==> src/rtl/assert_macros.svh <==
// Assertion macros used by the sequencer RTL.
// Simulation builds get concurrent assertions; synthesis builds get nothing.
`ifndef ASSERT_MACROS_SVH
`define ASSERT_MACROS_SVH
`ifndef SYNTHESIS
// antecedent implies consequent in the same cycle
`define SDSPI_ASSERT_IMP(label, clk, rst_n, ante, cons) \
    label: assert property (@(posedge clk) disable iff (!(rst_n)) (ante) |-> (cons)) \
        else $error("assertion failed");
// antecedent implies consequent in the next cycle
`define SDSPI_ASSERT_NXT(label, clk, rst_n, ante, cons) \
    label: assert property (@(posedge clk) disable iff (!(rst_n)) (ante) |=> (cons)) \
        else $error("assertion failed");
`else
`define SDSPI_ASSERT_IMP(label, clk, rst_n, ante, cons)
`define SDSPI_ASSERT_NXT(label, clk, rst_n, ante, cons)
`endif
`endif

==> src/rtl/sdspi_pkg.sv <==
// Package for the SPI-mode card sequencer: field widths, codes and sizes.
// No dependencies.
`default_nettype none
package sdspi_pkg;

    localparam int BLOCK_BYTES = 512;

    localparam int FUNC_W    = 2;
    localparam int BLK_W     = 23;
    localparam int BYTE_W    = 8;
    localparam int STATUS_W  = 2;
    localparam int CFG_IDX_W = 8;

    localparam logic [FUNC_W-1:0] FUNC_INIT = 2'd0;
    localparam logic [FUNC_W-1:0] FUNC_READ = 2'd1;
    localparam logic [FUNC_W-1:0] FUNC_XFER = 2'd2;

    localparam logic [STATUS_W-1:0] ST_OK       = 2'd0;
    localparam logic [STATUS_W-1:0] ST_RST_TMO  = 2'd1;
    localparam logic [STATUS_W-1:0] ST_CMD_ERR  = 2'd2;
    localparam logic [STATUS_W-1:0] ST_NO_TOKEN = 2'd3;

    localparam logic [CFG_IDX_W-1:0] CFG_WAKE_CNT    = 8'd0;
    localparam logic [CFG_IDX_W-1:0] CFG_RETRY_LIMIT = 8'd1;
    localparam logic [CFG_IDX_W-1:0] CFG_POLL_LIMIT  = 8'd2;
    localparam logic [CFG_IDX_W-1:0] CFG_TOKEN_LIMIT = 8'd3;

    typedef struct packed {
        logic                tx_valid;
        logic [BYTE_W-1:0]   tx_byte;
        logic                cs_active;
        logic                fast_clock;
        logic                data_valid;
        logic [BYTE_W-1:0]   data_byte;
        logic                last_data;
        logic                done_res;
        logic [STATUS_W-1:0] status;
    } t_result;

endpackage
`default_nettype wire

==> src/rtl/sdspi_if.sv <==
// Channel interfaces of the card sequencer: request, result and register write.
// Depends on sdspi_pkg.
`default_nettype none
interface sdspi_in_if;
    logic                           valid;
    logic                           ready;
    logic [sdspi_pkg::FUNC_W-1:0]   func;
    logic [sdspi_pkg::BLK_W-1:0]    block_addr;
    logic [sdspi_pkg::BYTE_W-1:0]   rx_byte;
    modport source (output valid, func, block_addr, rx_byte, input ready);
    modport sink   (input valid, func, block_addr, rx_byte, output ready);
endinterface

interface sdspi_out_if;
    logic                           valid;
    logic                           ready;
    logic                           tx_valid;
    logic [sdspi_pkg::BYTE_W-1:0]   tx_byte;
    logic                           cs_active;
    logic                           fast_clock;
    logic                           data_valid;
    logic [sdspi_pkg::BYTE_W-1:0]   data_byte;
    logic                           last_data;
    logic                           done_res;
    logic [sdspi_pkg::STATUS_W-1:0] status;
    modport source (output valid, tx_valid, tx_byte, cs_active, fast_clock, data_valid,
                    data_byte, last_data, done_res, status, input ready);
    modport sink   (input valid, tx_valid, tx_byte, cs_active, fast_clock, data_valid,
                    data_byte, last_data, done_res, status, output ready);
endinterface

interface sdspi_cfg_if;
    logic                            valid;
    logic                            ready;
    logic [sdspi_pkg::CFG_IDX_W-1:0] reg_index;
    logic [sdspi_pkg::BYTE_W-1:0]    wdata;
    modport source (output valid, reg_index, wdata, input ready);
    modport sink   (input valid, reg_index, wdata, output ready);
endinterface
`default_nettype wire

==> src/rtl/sd_spi_init_and_block_read.sv <==
// SPI-mode card host sequencer: init (wake bytes, CMD0, CMD1) and single-block read.
// Depends on sdspi_pkg, sdspi_if.sv and assert_macros.svh.
//
// Every request item (start init, start read, or the byte received for the last byte
// sent) yields exactly one result item, registered in the cycle after the transaction.
// The decision is made combinationally between the request and the result register,
// so a new item is taken in every cycle while the result side keeps up; the output
// register is the only thing that can hold the request side back. In a system one item
// arrives per SPI byte exchange. Each result says whether another byte must be clocked
// out, which byte, the select and clock-speed levels, any block data byte and completion
// status. Register writes are always taken.
`default_nettype none
`include "assert_macros.svh"
module sd_spi_init_and_block_read (
    input  wire          i_clk,
    input  wire          i_rst_n,
    sdspi_in_if.sink     i_in,
    sdspi_out_if.source  o_out,
    sdspi_cfg_if.sink    i_cfg
);

    localparam int BC_RAW = $clog2(sdspi_pkg::BLOCK_BYTES + 1);
    localparam int BC_W   = (BC_RAW > 8) ? BC_RAW : 8;
    localparam logic [BC_W-1:0] BLOCK_LEN = BC_W'(sdspi_pkg::BLOCK_BYTES);

    localparam logic [3:0] PH_IDLE       = 4'd0;
    localparam logic [3:0] PH_WAKE       = 4'd1;
    localparam logic [3:0] PH_DUMMY      = 4'd2;
    localparam logic [3:0] PH_FRAME      = 4'd3;
    localparam logic [3:0] PH_POLL       = 4'd4;
    localparam logic [3:0] PH_CMD0_TRAIL = 4'd5;
    localparam logic [3:0] PH_CMD1_TRAIL = 4'd6;
    localparam logic [3:0] PH_TOKEN      = 4'd7;
    localparam logic [3:0] PH_DATA       = 4'd8;
    localparam logic [3:0] PH_CRC        = 4'd9;

    localparam logic [7:0] OP_CMD0  = 8'h40;
    localparam logic [7:0] OP_CMD1  = 8'h41;
    localparam logic [7:0] OP_CMD17 = 8'h51;
    localparam logic [7:0] FILL     = 8'hFF;
    localparam logic [7:0] TOKEN    = 8'hFE;
    localparam logic [7:0] CRC_CMD0 = 8'h95;
    localparam logic [7:0] R1_IDLE  = 8'h01;
    localparam logic [2:0] FRAME_LEN = 3'd6;

    // registers
    logic [7:0]      r_wake_cnt, r_retry_limit, r_poll_limit, r_token_limit;
    logic [3:0]      r_phase, n_phase;
    logic [BC_W-1:0] r_byte_cnt, n_byte_cnt;
    logic [7:0]      r_retry, n_retry;
    logic [7:0]      r_poll, n_poll;
    logic [2:0]      r_frame_idx, n_frame_idx;
    logic [7:0]      r_cmd_op, n_cmd_op;
    logic [23:0]     r_cmd_addr, n_cmd_addr;
    logic            r_crc_set, n_crc_set;
    logic [7:0]      r_last_resp, n_last_resp;
    logic            r_speed, n_speed;
    logic            r_sel, n_sel;
    logic            r_out_valid;
    sdspi_pkg::t_result r_out, n_out;

    logic            w_in_acc;
    logic [2:0]      w_idx_inc;
    logic [7:0]      w_frame_byte;
    logic [7:0]      w_poll_inc;
    logic [BC_W-1:0] w_bc_inc;

    assign i_in.ready  = !r_out_valid || o_out.ready;
    assign w_in_acc    = i_in.valid && i_in.ready;
    assign i_cfg.ready = 1'b1;

    assign w_idx_inc  = r_frame_idx + 3'd1;
    assign w_poll_inc = (r_poll == 8'hFF) ? r_poll : r_poll + 8'd1;
    assign w_bc_inc   = r_byte_cnt + BC_W'(1);

    always_comb begin
        unique case (w_idx_inc)
            3'd1:    w_frame_byte = r_cmd_addr[23:16];
            3'd2:    w_frame_byte = r_cmd_addr[15:8];
            3'd3:    w_frame_byte = r_cmd_addr[7:0];
            3'd5:    w_frame_byte = r_crc_set ? CRC_CMD0 : 8'h00;
            default: w_frame_byte = 8'h00;
        endcase
    end

    always_comb begin
        n_phase     = r_phase;
        n_byte_cnt  = r_byte_cnt;
        n_retry     = r_retry;
        n_poll      = r_poll;
        n_frame_idx = r_frame_idx;
        n_cmd_op    = r_cmd_op;
        n_cmd_addr  = r_cmd_addr;
        n_crc_set   = r_crc_set;
        n_last_resp = r_last_resp;
        n_speed     = r_speed;
        n_sel       = r_sel;
        n_out       = '0;
        if (w_in_acc) begin
            unique case (i_in.func)
                sdspi_pkg::FUNC_INIT: begin
                    n_speed    = 1'b0;
                    n_sel      = 1'b0;
                    n_cmd_op   = OP_CMD0;
                    n_cmd_addr = '0;
                    n_crc_set  = 1'b1;
                    n_retry    = '0;
                    n_out.tx_valid = 1'b1;
                    n_out.tx_byte  = FILL;
                    if (r_wake_cnt == 8'd0) begin
                        n_phase = PH_DUMMY;
                    end else begin
                        n_phase    = PH_WAKE;
                        n_byte_cnt = BC_W'(1);
                    end
                end
                sdspi_pkg::FUNC_READ: begin
                    n_speed    = 1'b1;
                    n_cmd_op   = OP_CMD17;
                    n_cmd_addr = {i_in.block_addr, 1'b0};
                    n_phase    = PH_DUMMY;
                    n_out.tx_valid = 1'b1;
                    n_out.tx_byte  = FILL;
                end
                sdspi_pkg::FUNC_XFER: begin
                    unique case (r_phase)
                        PH_WAKE: begin
                            n_out.tx_valid = 1'b1;
                            n_out.tx_byte  = FILL;
                            if (r_byte_cnt >= BC_W'(r_wake_cnt)) begin
                                n_phase = PH_DUMMY;
                            end else begin
                                n_byte_cnt = w_bc_inc;
                            end
                        end
                        PH_DUMMY: begin
                            n_sel       = 1'b1;
                            n_frame_idx = '0;
                            n_phase     = PH_FRAME;
                            n_out.tx_valid = 1'b1;
                            n_out.tx_byte  = r_cmd_op;
                        end
                        PH_FRAME: begin
                            n_frame_idx    = w_idx_inc;
                            n_out.tx_valid = 1'b1;
                            if (w_idx_inc < FRAME_LEN) begin
                                n_out.tx_byte = w_frame_byte;
                            end else begin
                                n_phase       = PH_POLL;
                                n_poll        = '0;
                                n_out.tx_byte = FILL;
                            end
                        end
                        PH_POLL: begin
                            n_poll = w_poll_inc;
                            if (!i_in.rx_byte[7] || w_poll_inc >= r_poll_limit) begin
                                // reply in hand or poll limit reached: act on the command just sent
                                n_last_resp = i_in.rx_byte;
                                if (r_cmd_op == OP_CMD0) begin
                                    if (r_retry != 8'hFF) n_retry = r_retry + 8'd1;
                                    n_sel   = 1'b0;
                                    n_phase = PH_CMD0_TRAIL;
                                    n_out.tx_valid = 1'b1;
                                    n_out.tx_byte  = FILL;
                                end else if (r_cmd_op == OP_CMD1) begin
                                    if (i_in.rx_byte == 8'h00) begin
                                        n_phase        = PH_IDLE;
                                        n_out.done_res = 1'b1;
                                        n_out.status   = sdspi_pkg::ST_OK;
                                    end else begin
                                        n_sel   = 1'b0;
                                        n_phase = PH_CMD1_TRAIL;
                                        n_out.tx_valid = 1'b1;
                                        n_out.tx_byte  = FILL;
                                    end
                                end else begin
                                    if (i_in.rx_byte != 8'h00) begin
                                        n_sel          = 1'b0;
                                        n_phase        = PH_IDLE;
                                        n_out.done_res = 1'b1;
                                        n_out.status   = sdspi_pkg::ST_CMD_ERR;
                                    end else begin
                                        n_phase = PH_TOKEN;
                                        n_poll  = '0;
                                        n_out.tx_valid = 1'b1;
                                        n_out.tx_byte  = FILL;
                                    end
                                end
                            end else begin
                                n_out.tx_valid = 1'b1;
                                n_out.tx_byte  = FILL;
                            end
                        end
                        PH_CMD0_TRAIL: begin
                            if (r_last_resp == R1_IDLE) begin
                                n_cmd_op = OP_CMD1;
                                n_phase  = PH_DUMMY;
                                n_out.tx_valid = 1'b1;
                                n_out.tx_byte  = FILL;
                            end else if (r_retry >= r_retry_limit) begin
                                n_phase        = PH_IDLE;
                                n_out.done_res = 1'b1;
                                n_out.status   = sdspi_pkg::ST_RST_TMO;
                            end else begin
                                n_phase = PH_DUMMY;
                                n_out.tx_valid = 1'b1;
                                n_out.tx_byte  = FILL;
                            end
                        end
                        PH_CMD1_TRAIL: begin
                            n_phase = PH_DUMMY;
                            n_out.tx_valid = 1'b1;
                            n_out.tx_byte  = FILL;
                        end
                        PH_TOKEN: begin
                            n_poll = w_poll_inc;
                            if (i_in.rx_byte == TOKEN) begin
                                n_phase    = PH_DATA;
                                n_byte_cnt = '0;
                                n_out.tx_valid = 1'b1;
                                n_out.tx_byte  = FILL;
                            end else if (w_poll_inc >= r_token_limit) begin
                                n_sel          = 1'b0;
                                n_phase        = PH_IDLE;
                                n_out.done_res = 1'b1;
                                n_out.status   = sdspi_pkg::ST_NO_TOKEN;
                            end else begin
                                n_out.tx_valid = 1'b1;
                                n_out.tx_byte  = FILL;
                            end
                        end
                        PH_DATA: begin
                            n_out.data_valid = 1'b1;
                            n_out.data_byte  = i_in.rx_byte;
                            n_out.tx_valid   = 1'b1;
                            n_out.tx_byte    = FILL;
                            n_byte_cnt       = w_bc_inc;
                            if (w_bc_inc >= BLOCK_LEN) begin
                                n_out.last_data = 1'b1;
                                n_phase         = PH_CRC;
                                n_byte_cnt      = '0;
                            end
                        end
                        PH_CRC: begin
                            n_byte_cnt = w_bc_inc;
                            if (w_bc_inc < BC_W'(2)) begin
                                n_out.tx_valid = 1'b1;
                                n_out.tx_byte  = FILL;
                            end else begin
                                n_sel          = 1'b0;
                                n_phase        = PH_IDLE;
                                n_out.done_res = 1'b1;
                                n_out.status   = sdspi_pkg::ST_OK;
                            end
                        end
                        default: begin
                        end
                    endcase
                end
                default: begin
                end
            endcase
        end
        n_out.cs_active  = n_sel;
        n_out.fast_clock = n_speed;
    end

    always_ff @(posedge i_clk) begin
        if (!i_rst_n) begin
            r_wake_cnt    <= 8'd10;
            r_retry_limit <= 8'd16;
            r_poll_limit  <= 8'd128;
            r_token_limit <= 8'd255;
        end else if (i_cfg.valid && i_cfg.ready) begin
            unique case (i_cfg.reg_index)
                sdspi_pkg::CFG_WAKE_CNT:    r_wake_cnt    <= i_cfg.wdata;
                sdspi_pkg::CFG_RETRY_LIMIT: r_retry_limit <= i_cfg.wdata;
                sdspi_pkg::CFG_POLL_LIMIT:  r_poll_limit  <= i_cfg.wdata;
                sdspi_pkg::CFG_TOKEN_LIMIT: r_token_limit <= i_cfg.wdata;
                default: begin
                end
            endcase
        end
    end

    always_ff @(posedge i_clk) begin
        if (!i_rst_n) begin
            r_phase     <= PH_IDLE;
            r_byte_cnt  <= '0;
            r_retry     <= '0;
            r_poll      <= '0;
            r_frame_idx <= '0;
            r_cmd_op    <= '0;
            r_cmd_addr  <= '0;
            r_crc_set   <= 1'b0;
            r_last_resp <= FILL;
            r_speed     <= 1'b0;
            r_sel       <= 1'b0;
            r_out_valid <= 1'b0;
        end else begin
            r_phase     <= n_phase;
            r_byte_cnt  <= n_byte_cnt;
            r_retry     <= n_retry;
            r_poll      <= n_poll;
            r_frame_idx <= n_frame_idx;
            r_cmd_op    <= n_cmd_op;
            r_cmd_addr  <= n_cmd_addr;
            r_crc_set   <= n_crc_set;
            r_last_resp <= n_last_resp;
            r_speed     <= n_speed;
            r_sel       <= n_sel;
            if (w_in_acc) begin
                r_out_valid <= 1'b1;
            end else if (o_out.ready) begin
                r_out_valid <= 1'b0;
            end
        end
    end

    // result payload, loaded only on a request transaction
    always_ff @(posedge i_clk) begin
        if (w_in_acc) begin
            r_out <= n_out;
        end
    end

    assign o_out.valid      = r_out_valid;
    assign o_out.tx_valid   = r_out.tx_valid;
    assign o_out.tx_byte    = r_out.tx_byte;
    assign o_out.cs_active  = r_out.cs_active;
    assign o_out.fast_clock = r_out.fast_clock;
    assign o_out.data_valid = r_out.data_valid;
    assign o_out.data_byte  = r_out.data_byte;
    assign o_out.last_data  = r_out.last_data;
    assign o_out.done_res   = r_out.done_res;
    assign o_out.status     = r_out.status;

    `SDSPI_ASSERT_NXT(a_result_follows, i_clk, i_rst_n, w_in_acc, r_out_valid)
    `SDSPI_ASSERT_IMP(a_idle_byte_zero, i_clk, i_rst_n,
        r_out_valid && !r_out.tx_valid, r_out.tx_byte == 8'h00)
    `SDSPI_ASSERT_IMP(a_data_fast, i_clk, i_rst_n,
        r_out_valid && r_out.data_valid, r_out.fast_clock && r_out.cs_active)
    `SDSPI_ASSERT_IMP(a_last_is_data, i_clk, i_rst_n,
        r_out_valid && r_out.last_data, r_out.data_valid)
    `SDSPI_ASSERT_IMP(a_frame_idx_range, i_clk, i_rst_n,
        r_phase == PH_FRAME, r_frame_idx < FRAME_LEN)

endmodule
`default_nettype wire

==> src/flat_wrapper.sv <==
// flat-port wrapper written by rule: the top's interface ports become plain ports
module sd_spi_init_and_block_read_flat 
  (i_clk, i_rst_n, i_in_valid, i_in_func, i_in_block_addr, i_in_rx_byte, i_in_ready, o_out_valid, o_out_tx_valid, o_out_tx_byte, o_out_cs_active, o_out_fast_clock, o_out_data_valid, o_out_data_byte, o_out_last_data, o_out_done_res, o_out_status, o_out_ready, i_cfg_valid, i_cfg_reg_index, i_cfg_wdata, i_cfg_ready);
  sdspi_in_if i_in_i ();
  sdspi_out_if o_out_i ();
  sdspi_cfg_if i_cfg_i ();
  input  wire i_clk;
  input  wire i_rst_n;
  input wire logic [$bits(i_in_i.valid)-1:0] i_in_valid;
  input wire logic [$bits(i_in_i.func)-1:0] i_in_func;
  input wire logic [$bits(i_in_i.block_addr)-1:0] i_in_block_addr;
  input wire logic [$bits(i_in_i.rx_byte)-1:0] i_in_rx_byte;
  output wire logic [$bits(i_in_i.ready)-1:0] i_in_ready;
  output wire logic [$bits(o_out_i.valid)-1:0] o_out_valid;
  output wire logic [$bits(o_out_i.tx_valid)-1:0] o_out_tx_valid;
  output wire logic [$bits(o_out_i.tx_byte)-1:0] o_out_tx_byte;
  output wire logic [$bits(o_out_i.cs_active)-1:0] o_out_cs_active;
  output wire logic [$bits(o_out_i.fast_clock)-1:0] o_out_fast_clock;
  output wire logic [$bits(o_out_i.data_valid)-1:0] o_out_data_valid;
  output wire logic [$bits(o_out_i.data_byte)-1:0] o_out_data_byte;
  output wire logic [$bits(o_out_i.last_data)-1:0] o_out_last_data;
  output wire logic [$bits(o_out_i.done_res)-1:0] o_out_done_res;
  output wire logic [$bits(o_out_i.status)-1:0] o_out_status;
  input wire logic [$bits(o_out_i.ready)-1:0] o_out_ready;
  input wire logic [$bits(i_cfg_i.valid)-1:0] i_cfg_valid;
  input wire logic [$bits(i_cfg_i.reg_index)-1:0] i_cfg_reg_index;
  input wire logic [$bits(i_cfg_i.wdata)-1:0] i_cfg_wdata;
  output wire logic [$bits(i_cfg_i.ready)-1:0] i_cfg_ready;
  assign i_in_i.valid = i_in_valid;
  assign i_in_i.func = i_in_func;
  assign i_in_i.block_addr = i_in_block_addr;
  assign i_in_i.rx_byte = i_in_rx_byte;
  assign i_in_ready = i_in_i.ready;
  assign o_out_valid = o_out_i.valid;
  assign o_out_tx_valid = o_out_i.tx_valid;
  assign o_out_tx_byte = o_out_i.tx_byte;
  assign o_out_cs_active = o_out_i.cs_active;
  assign o_out_fast_clock = o_out_i.fast_clock;
  assign o_out_data_valid = o_out_i.data_valid;
  assign o_out_data_byte = o_out_i.data_byte;
  assign o_out_last_data = o_out_i.last_data;
  assign o_out_done_res = o_out_i.done_res;
  assign o_out_status = o_out_i.status;
  assign o_out_i.ready = o_out_ready;
  assign i_cfg_i.valid = i_cfg_valid;
  assign i_cfg_i.reg_index = i_cfg_reg_index;
  assign i_cfg_i.wdata = i_cfg_wdata;
  assign i_cfg_ready = i_cfg_i.ready;
  sd_spi_init_and_block_read u_core (.i_clk(i_clk), .i_rst_n(i_rst_n), .i_in(i_in_i), .o_out(o_out_i), .i_cfg(i_cfg_i));
endmodule
==> config.mk <==
export PLATFORM = sky130hd
export DESIGN_NAME = sd_spi_init_and_block_read_flat
export DESIGN_NICKNAME = d
export VERILOG_FILES = /design/src/rtl/sdspi_pkg.sv /design/src/rtl/sdspi_if.sv /design/src/rtl/sd_spi_init_and_block_read.sv /design/src/flat_wrapper.sv
export VERILOG_INCLUDE_DIRS = /design/src /design/src/rtl
export SDC_FILE = /design/constraint.sdc
export NUM_CORES = 1
export LEC_CHECK = 0
export ABC_CLOCK_PERIOD_IN_PS = 8200
export CAP_MARGIN = 20
export CORE_MARGIN = 2
export CORE_UTILIZATION = 70
export CTS_BUF_LIST = sky130_fd_sc_hd__clkbuf_4
export CTS_CLUSTER_DIAMETER = 30
export DETAILED_ROUTE_END_ITERATION = 8
export DONT_BUFFER_PORTS = 1
export GPL_TIMING_DRIVEN = 0
export PLACE_DENSITY = 0.86
export SLEW_MARGIN = 25
export SYNTH_ARGS = -nofsm -noshare
export SYNTH_HDL_FRONTEND = slang
export SYNTH_SLANG_ARGS = --single-unit
==> constraint.sdc <==
create_clock -name i_clk -period 8.2 [get_ports i_clk]
set_input_delay 0.41 -clock i_clk [delete_from_list [all_inputs] [get_ports i_clk]]
set_output_delay 0.41 -clock i_clk [all_outputs]
set_load 0.01 [all_outputs]
## Word-level counts from Yosys, hierarchy flattened

Index checks and enable logic that the tools add are counted.

| cells by class | value |
|---|---|
| $add $sub $neg | 4 |
| magnitude comparators | 7 |
| equal/unequal tests | 42 |
| multiplexer cells | 82 |
| reductions and logical operators | 32 |

Operators with widths:

| kind | number |
|---|---|
| two-way mux 8 bit | 14 |
| two-way mux 9 bit | 10 |
| case mux 9 bit (7 select lines) | 1 |
| two-way mux 10 bit | 5 |
| case mux 24 bit (2 select lines) | 1 |
| case mux 8 bit (3 select lines) | 2 |
| two-way mux 4 bit | 10 |
| case mux 10 bit (4 select lines) | 1 |
| two-way mux 3 bit | 12 |
| case mux 4 bit (9 select lines) | 1 |
| case mux 8 bit (4 select lines) | 1 |
| greater-or-equal comparator 8 bit | 3 |
| logical NOT 8 bit | 3 |
| case mux 10 bit (2 select lines) | 1 |
| case mux 9 bit (2 select lines) | 1 |
| adder 8 x 1 -> 8 bit (second input constant) | 2 |
| == test 4 x 3 -> 1 bit (second input constant) | 4 |
| == test 8 x 1 -> 1 bit (second input constant) | 2 |
| == test 8 x 2 -> 1 bit (second input constant) | 2 |
| == test 8 x 7 -> 1 bit (second input constant) | 2 |
| == test 8 bit (second input constant) | 2 |
| case mux 8 bit (2 select lines) | 1 |
| AND reduction 2 bit | 7 |
| two-way mux 1 bit | 13 |
| other kinds (41) | 66 |

| storage, ports and cells | value |
|---|---|
| register bits after elaboration | 133 |
| input port bits | 54 |

## Longest topological paths before layout

| depth | value |
|---|---|
| word-level depth | 8 |
| mapped depth | 14 |

## Least setup slack after synthesis

OpenSTA, ideal clock, no wires.

| path | value |
|---|---|
| path kind | register to register |
| from | register u_core.r_poll[3] |
| to | register u_core.r_out (netlist bit u_core.o_out.tx_byte[7]), data pin |
| library setup time | 0.279 ns |
| arrival | 2.824 ns |
| path slack | 5.098 ns |
| stages on the path, launching flop included | 11 |
| cell sequence | dfxtp_1 and4_1 nand4_1 mux2_2 ha_1 a2111oi_0 o31ai_1 a2111o_1 nand2_1 a2111oi_4 a21oi_1 |

RTL lines:

| element | RTL line | source |
|---|---|---|
| from (decl) | sd_spi_init_and_block_read.sv:51 | `logic [7:0] r_poll, n_poll;` |
| from (signal assigned) | sd_spi_init_and_block_read.sv:304 | `r_poll <= n_poll;` |
| to (signal assigned) | sd_spi_init_and_block_read.sv:323 | `r_out <= n_out;` |
| to (decl) | sd_spi_init_and_block_read.sv:60 | `sdspi_pkg::t_result r_out, n_out;` |

==> summary.md <==
| Metric | Value |
|---|---|
| Iteration count of the initial detailed-routing pass | `5` |
| TritonCTS Buffers | `17` |
| Gr ovfl total | `0` |
| Worst-Margin Slew | `0.899 ns` |
| Crit start category | `register` |
| Vias | `6,266` |
| DRC viols | `0` |
| Setup violators final | `0` |
| Crit Path Class | `reg -> reg` |
| CP endpoint kind | `register` |
| Vias/cell | `between 6 and 7` |
| CTS Root Cell | `clkbuf_4` |
| Max-slew headroom | `0.396` |
| Total Wirelength | `19,000 um` |
| CP Cell Sequence | `and4_1 > nand4_1 > mux2_2 > ha_1 > a2111oi_0 > o31ai_1 > a2111o_1 > nand2_1 > a2111oi_4 > a21oi_1` |
| Count of state elements after synthesis | `127` |
| Share of the synthesized area in the top cell type | `0.294` |
| Core footprint | `9730 um^2` |
| Top FF cell, synth | `dfxtp_1` |
| First-pass GRT wire length | `30,600 um` |
| Total Routing Usage GR | `0.355` |
| Setup TNS | `0 ns` |
| Final hold vios | `1` |
| Worst EP required | `8.50 ns` |
| Power per Cell Area | `151 nW/um^2` |
| NumNets Final | `939` |
| Clock Skew | `0.0280 ns` |
| Number of global-route vias before repair | `6,166` |
| Average cell area after synthesis | `8.92 um^2` |
| Dpl ws | `4.27 ns` |
| Post-CTS Repair Setup Buffers | `0` |
| Commonest non-fill, non-tap cell in the layout | `nor2_1` |
| Hold WC Path Type | `in -> reg` |
| Largest area contributor in the netlist | `dfxtp_1` |
| Clock tree sinks | `127` |
| Row count | `36` |
| FF+latch area | `2780 um^2` |
| Area Growth Syn to Fin | `11.0%` |
| Syn Nets | `roughly 890` |
| Sequential-to-total area share from yosys stat | `0.397` |
| Die Y | `104 um` |
| Post-synth cell types | `74` |
| Tcrit/Tclk final | `0.496` |
| I/O Pins | `a little over 80` |
| H-tree levels | `4` |
| Avg WL per Cell | `19.3 um` |
| Die area | `~11,000 um^2` |
| Synth Cell Area | `7010 um^2` |
| CP max FO | `9` |
| Arrival @ worst endpoint | `4.37 ns` |
| GPL Wtd Cong | `0.974` |
| Final hold slack | `-0.00657 ns` |
| Failing checks | `negative hold slack` |
| Layout cells sized above 1 | `0.0785` |
| Multi-input gate area | `3860 um^2` |
| DRT iter0 DRCs | `between 500 and 600` |
| Final Max Tran Viols | `0` |
| Antenna diode count | `0` |
| Syn. warnings | `0` |
| Pleak | `0.00321 uW` |
| Setup WS post-layout | `slightly above 4 ns` |
| Longest Clk Path Bufs | `2` |
| # resized after CTS | `0` |
| Power Total | `around 1200 uW` |
| Hold buffers post-CTS | `31` |
| Filler instances | `640` |
| Synth async-reset ratio | `0` |
| Floorplan die width | `104 um` |
| RSZ-0062 raised after global routing | `false` |
| Max-cap violations | `0` |
| DPL Wire Length | `13,300 um` |
| Cells after synthesis | `roughly 790` |
| Worst-path clk slew | `between 0.1 and 0.15 ns` |
| IO Port Bufs | `0` |
| Initial Utilization | `0.720` |
| Synth area leaders | `dfxtp_1 (29%), edfxtp_1 (10%), ha_1 (8.0%)` |
| Cells after DPL | `slightly above 900` |
| Fmax | `0.246 GHz` |
| EDFF count, synth | `24` |
| Finished Layout Cells | `slightly below 1,000` |
| Min cycle time layout | `slightly above 4 ns` |
| Number of routed nets with antenna violations | `0` |
| Most frequent cells in the layout | `nor2_1 (106), dfxtp_1 (103), nand2_1 (54)` |
| CTS tree | `built` |
| CP peak stage delay | `0.78 ns` |
| Pin count of the biggest net entering global routing | `31` |
| Peak supply drop | `0.166 mV` |
| Antenna violations before repair | `0` |
| Crit path max-delay cell type | `o31ai_1` |
| Status | `complete, but fails checks` |
| Skew-Pair Late Insertion Delay | `0.58 ns` |
synthesized netlist by cell type (all sizes together) (12+ instances only):
library cell,n
a21oi,46
a22oi,26
and3,13
buf,12
clkbuf,28
dfxtp,103
edfxtp,24
ha,45
inv,48
mux2i,45
nand2,56
nand3,17
nor2,107
o21ai,37
xnor2,14
logic make-up after synthesis:
logic type	after synthesis	share of synthesized area
xor gates and xnor gates	18	0.0225
buffers and inverters	88	0.0518
adders and majority gates	45	0.0803
muxes	47	0.0675
AOI/OAI and AO/OA	171	0.167
DFF	127	0.397
other	1	0.000535
and+or+nand+nor	289	0.213
state kept, by name, summed over array words and instances, names as in the netlist, 4 cells and up:
signal / flops
u_core.r_retry_limit: 8
u_core.r_last_resp: 8
u_core.r_retry: 8
u_core.r_poll_limit: 8
u_core.r_phase: 4
u_core.r_wake_cnt: 8
u_core.r_poll: 8
u_core.r_byte_cnt: 10
u_core.r_token_limit: 8
u_core.r_cmd_addr: 23
u_core.o_out.data_byte: 8
u_core.o_out.tx_byte: 8
path summary, 6_finish.rpt:
| check | to | slack (ns) | from | depth (start not counted) |
|---|---|---|---|---|
| worst max-delay path | u_core.o_out.tx_byte[0] | 4.13 | u_core.r_poll[3] | 10 |
| worst min-delay path | u_core.r_poll_limit[3] | -0.007 | i_cfg_wdata[3] | 2 |
| worst max register to register | u_core.o_out.tx_byte[0] | 4.13 | u_core.r_poll[3] | 10 |
| worst min register to register | u_core.r_token_limit[2] | 0.49 | u_core.r_token_limit[2] | 2 |
routing by layer:
layer	wire length, um	global-route usage
met3	1500	0.0977
met2	9220	0.590
met4	581	0.139
met1	7710	0.441
met5	0	0
stage by stage:
step                 util  cell area [um^2]  hold WS (ns)
global placement    0.738              7180         0.448
CTS                 0.795              7740       0.00268
detailed placement  0.738              7180         0.461
finish              0.799              7780      -0.00657
global route        0.799              7780       0.00794
floorplan               -              7010         0.437
layout make-up:
type,instances,share of cell area
buffer,40,0.0235
inverter,48,0.0232
sequential,127,0.358
multi-input combinational,571,0.497
tap,133,0.0214
clock inverter,14,0.0150
clock buffer,18,0.0174
timing repair buffer,35,0.0450
where the power goes:
part	internal (uW)	switching, uW
clock	153	251
combinational	38.3	66.8
sequential	651	11.6
total	842	329
worst max-delay path: cells and delay by family, from the launching register on:
| family | cells | cell delay [ns] |
|---|---|---|
| adder cells (fa/ha/maj) | 1 | 0.30 |
| multiplexers | 1 | 0.42 |
| AO/OA/AOI/OAI | 5 | 1.95 |
| AND/OR/NAND/NOR | 3 | 0.66 |
| flip-flops | 1 | 0.47 |
Power figures use the tool's default switching activity.
